**src/rtl/hashed_strength_table_update_core_assert.svh**
```systemverilog
// Assertion macros for the hashed strength table core
`ifndef HASHED_STRENGTH_TABLE_UPDATE_CORE_ASSERT_SVH
`define HASHED_STRENGTH_TABLE_UPDATE_CORE_ASSERT_SVH
`ifndef SYNTHESIS
`define HST_ASSERT_IMP(label, clk, rst_n, ante, cons) \
    label: assert property (@(posedge clk) disable iff (!rst_n) (ante) |-> (cons)) \
        else $error("assertion failed");
`define HST_ASSERT_NXT(label, clk, rst_n, ante, cons) \
    label: assert property (@(posedge clk) disable iff (!rst_n) (ante) |=> (cons)) \
        else $error("assertion failed");
`else
`define HST_ASSERT_IMP(label, clk, rst_n, ante, cons)
`define HST_ASSERT_NXT(label, clk, rst_n, ante, cons)
`endif
`endif

```
**src/rtl/hst_pkg.sv**
```systemverilog
package hst_pkg;
    localparam int unsigned CAPACITY = 256;
    localparam int unsigned PROBE_WINDOW = 8;
    localparam int unsigned SLOT_W = $clog2(CAPACITY);
    localparam int unsigned CNT_W = $clog2(CAPACITY + 1);
    localparam int unsigned PRB_W = $clog2(PROBE_WINDOW + 1);
    localparam logic [15:0] ONE_Q15 = 16'd32768;
    localparam logic [15:0] LR_RESET = 16'd3277;

    localparam logic [1:0] CMD_OBSERVE = 2'd0;
    localparam logic [1:0] CMD_RESTORE = 2'd1;
    localparam logic [1:0] CMD_CLEAR = 2'd2;
    localparam logic [1:0] CMD_NOP = 2'd3;

    localparam logic [2:0] OUT_NEW = 3'd0;
    localparam logic [2:0] OUT_MATCH = 3'd1;
    localparam logic [2:0] OUT_EVICT = 3'd2;
    localparam logic [2:0] OUT_KEPT = 3'd3;
    localparam logic [2:0] OUT_SKIP = 3'd4;
    localparam logic [2:0] OUT_CLEAR = 3'd5;

    typedef enum logic [3:0] {
        ST_IDLE,
        ST_HASH,
        ST_PROBE_RD,
        ST_PROBE_CHK,
        ST_UPD_S,
        ST_UPD_M,
        ST_WRITE,
        ST_CLEAR,
        ST_DONE
    } state_t;

    typedef enum logic [2:0] {
        HOP_MIX_A,
        HOP_MIX_B,
        HOP_FIN_A,
        HOP_FIN_B,
        HOP_FIN_C
    } hop_t;

    typedef struct packed {
        logic        load;
        logic [31:0] add_val;
        hop_t        op;
    } hash_ctl_t;
endpackage

```
**src/rtl/hst_hash_unit.sv**
```systemverilog
module hst_hash_unit (
    input  logic              clk,
    input  logic              rst_n,
    input  hst_pkg::hash_ctl_t ctl,
    output logic [31:0]       hash
);
    import hst_pkg::*;

    logic [31:0] h_reg;
    logic [31:0] h_next;
    logic [31:0] base;

    always_comb
    begin
        base = ctl.load ? 32'd0 : h_reg;
        case (ctl.op)
            HOP_MIX_A: h_next = base + ctl.add_val;
            HOP_MIX_B: h_next = (h_reg + (h_reg << 10)) ^ ((h_reg + (h_reg << 10)) >> 6);
            HOP_FIN_A: h_next = h_reg + (h_reg << 3);
            HOP_FIN_B: h_next = h_reg ^ (h_reg >> 11);
            HOP_FIN_C: h_next = h_reg + (h_reg << 15);
            default:   h_next = h_reg;
        endcase
    end

    always_ff @(posedge clk or negedge rst_n)
    begin
        if (!rst_n)
        begin
            h_reg <= '0;
        end
        else
        begin
            h_reg <= h_next;
        end
    end

    assign hash = h_reg;
endmodule

```
**config.mk**
```make
export PLATFORM = sky130hd
export DESIGN_NAME = hst_hash_unit
export DESIGN_NICKNAME = d
export VERILOG_FILES = /design/src/rtl/hashed_strength_table_update_core_assert.svh /design/src/rtl/hst_pkg.sv /design/src/rtl/hst_hash_unit.sv
export SDC_FILE = /design/constraint.sdc
export NUM_CORES = 1
export LEC_CHECK = 0
export BUFFER_PORTS_ARGS = -buffer_cell sky130_fd_sc_hd__buf_2
export CELL_PAD_IN_SITES_DETAIL_PLACEMENT = 1
export CELL_PAD_IN_SITES_GLOBAL_PLACEMENT = 1
export CORE_ASPECT_RATIO = 0.9
export CORE_MARGIN = 5
export CORE_UTILIZATION = 33
export CTS_BUF_LIST = sky130_fd_sc_hd__clkbuf_8
export CTS_CLUSTER_SIZE = 16
export DETAILED_ROUTE_END_ITERATION = 7
export PLACE_DENSITY = 0.59
export SETUP_SLACK_MARGIN = 0.02
export SLEW_MARGIN = 5
export SYNTH_ARGS = -nofsm -noshare
export SYNTH_HDL_FRONTEND = slang
export SYNTH_SLANG_ARGS = --single-unit
```
**constraint.sdc**
```tcl
create_clock -name clk -period 6.6 [get_ports clk]
set_input_delay 0.66 -clock clk [delete_from_list [all_inputs] [get_ports clk]]
set_output_delay 0.66 -clock clk [all_outputs]
set_load 0.01 [all_outputs]
```
==> results by group <==
Status
  • Status: finished, final reports clean

Worst hold path
  • Worst Hold Class: input pin to asynchronous set/reset pin

STA
  • Setup-failing EPs final: 0
  • Worst-margin pin slew: 1.12 ns
  • Final period util: 59.7%
  • Rel. slew slack: 25.4%
  • Post-route setup slack: 2.66 ns
  • Minimum clock period: 3.94 ns
  • Setup Skew: 0.00308 ns
  • RSZ-0062 raised after global routing: false
  • Final Hold Vio Count: 0
  • TNS Setup: 0 ns
  • Final slew viol count: 0
  • Fmax: 254 MHz

CTS
  • Number of buffers created by CTS: 5
  • Clock H-tree levels: 2
  • Post-CTS Resized: 0
  • Hold_buf cts: 0
  • Worst-path clk slew: 0.07 ns
  • Clk sinks: 32
  • Clock root cell: clkbuf_8
  • TritonCTS clock tree: yes
  • Worst skew pair latency: 0.30 ns
  • Clock Path Buffers: 2
  • Postcts setup bufs: 0

Detailed routing
  • Routed wire length: 31300 um
  • Vias/cell: 6.03
  • Post-DRT Antenna Nets: 0
  • Total iterations of the first detailed-routing run: 5
  • 1st-iter DRT viols: 654
  • DRC Markers: 0
  • Wire per inst: 23.7 um
  • Via count: 7964

Global route
  • Gr ovfl total: 0
  • Initial antenna violation count: 0
  • Vias in the first global route: 8069
  • Largest net degree at the start of global routing: 36
  • GRT Resource Usage Total: 24.6%
  • Global-route wire length before repair: 48500 um

Die
  • Die Height: 151 um
  • Initial Utilization: 33.5%
  • CORE AREA: 21600 um^2
  • Num rows: 51
  • Die W: 166 um
  • Die Footprint: 25000 um^2
  • # IOs: 70

Critical path
  • Worst-path fanout max: 11
  • Crit Path Category: flip-flop to flip-flop
  • Reg2Reg Setup Slack: 2.66 ns
  • CP Data Required Time: 6.82 ns
  • Reg2Reg Depth: 12
  • Reg-to-Reg Start: hash[16]
  • Setup crit end kind: flip-flop
  • CP arrival: 4.16 ns
  • R2R Path End: hash[25]
  • Worst setup SP type: flip-flop

Synthesis
  • Synthesized cell area: 7250 um^2
  • Yosys warns: 0
  • Post-synth EDFFs: 0
  • Sequential share of the synthesized area: 11.0%
  • Mapped Nets: 1124
  • Yosys top cell area share: 16.6%
  • Top cells by area, synth: ha_1 17%, dfrtp_1 11%, a21oi_1 8.6%
  • Post-Syn Instances: 986
  • Yosys cell types: 70
  • Post-synth ARST share: 100%
  • Area leader, netlist: ha_1
  • Ys flop type: dfrtp_1
  • Avg Synthesized Cell Area: 7.35 um^2
  • #FFs+latches synth: 32

Flow run
  • # Max-Cap Violations: 0

Placed design
  • # port buffers: 69
  • Routability Congestion: 0.878
  • Post-Place Setup Slack: 2.44 ns
  • DP HPWL: 24000 um

Finish
  • Final #Nets: 1167
  • Share of layout cells above drive strength 1: 9.13%
  • N_diodes: 0
  • Largest register FFs: 32
  • Fill cells: 2715
  • Area delta synth->final: 9.54%
[metrics by stage]
stage               area (um^2)  cells  util, %  hold WS (ns)
finish                     7940   1321     36.7         0.456
global route               7940   1321     36.7         0.521
CTS                        7940   1321     36.7         0.476
detailed placement         7850   1313     36.3         0.732
global placement           7850   1313     36.3         0.724
floorplan                  7250    986        -         0.364
[worst max-delay path by stage]
stage,cells after the start,slack (ns),start,end
after floorplan,12,3.16,ctl[35],hash[26]
after global placement,13,2.49,ctl[35],hash[30]
after detailed placement,13,2.44,ctl[35],hash[30]
after CTS,12,2.72,hash[16],hash[25]
after global routing,12,2.35,hash[16],hash[25]
final,12,2.66,hash[16],hash[25]
[Yosys cell counts, drive strengths merged, types with 8 or more instances]
cell / count
o211ai: 11
nor3: 11
nand4: 12
xor2: 44
a21o: 28
nand3: 19
ha: 96
a211oi: 22
a31oi: 18
inv: 32
nand2b: 10
a221o: 9
o21ai: 91
nor2: 65
o21a: 12
a21oi: 124
o22ai: 9
clkbuf: 34
nand2: 80
nor2b: 25
a221oi: 8
xnor2: 67
and3: 9
o21bai: 12
dfrtp: 32
[critical path, cell delays in order, from the launching register on]
cell and delay (ns):
dfrtp_1 0.89, inv_1 0.26, nor2_1 0.17, ha_1 0.32, a21oi_1 0.18, nor2_1 0.07
a2111oi_0 0.61, or3_1 0.21, o211ai_1 0.23, or4_1 0.48, a21oi_1 0.19, a211oi_1 0.07
a31oi_1 0.19
[layout make-up]
type | instances | area [um^2] | share of cell area, %
Multi-Input combinational cell | 885 | 6190 | 78.0
Sequential cell | 32 | 801 | 10.1
Timing Repair Buffer | 73 | 375 | 4.73
Tap cell | 291 | 364 | 4.58
Inverter | 32 | 120 | 1.51
Clock buffer | 6 | 82.6 | 1.04
Clock inverter | 2 | 7.51 | 0.0945
[routing by layer]
layer | GRT usage (%) | share of wire [%] | up-vias
met1 | 35.6 | 49 | 3914
met2 | 39.8 | 44 | 214
li1 | - | - | 3800
met5 | 0 | 0 | -
met3 | 2.57 | 5.5 | 36
met4 | 5.11 | 1.7 | 0
[placed cells by master, fill, tap and decap left out, types with 8 or more instances in the layout]
master / synthesis / routed
a221o_1: 9 / 9
nand3_1: 19 / 19
a31oi_1: 17 / 17
xor2_1: 44 / 44
nand2_1: 80 / 80
buf_2: 1 / 69
a211oi_1: 21 / 21
and3_1: 9 / 9
o21ai_0: 51 / 51
nor3_1: 11 / 11
nor2_1: 65 / 64
nand2b_1: 10 / 10
o21bai_1: 12 / 12
xnor2_1: 67 / 67
a21oi_1: 124 / 124
a21o_1: 28 / 28
dfrtp_1: 32 / 32
a221oi_1: 8 / 8
o211ai_1: 11 / 11
inv_1: 31 / 33
o21a_1: 11 / 11
nand4_1: 12 / 12
o21ai_1: 39 / 39
nor2b_1: 25 / 25
o22ai_1: 9 / 9
ha_1: 96 / 96
[kinds of logic after synthesis]
logic type / count (synthesis) / share of synthesized area [%]
AO/OA/AOI/OAI: 403 / 35.9
AND/OR/NAND/NOR: 266 / 17.7
XOR/XNOR: 111 / 13.4
adder cells (fa/ha/maj): 100 / 17.7
buffers and inverters: 69 / 3.59
flip-flops: 32 / 11.0
multiplexers: 5 / 0.690
Power is left out: the tool's default activity adds up to more than one toggle a clock period on the data nets, which glitch-free logic cannot reach.
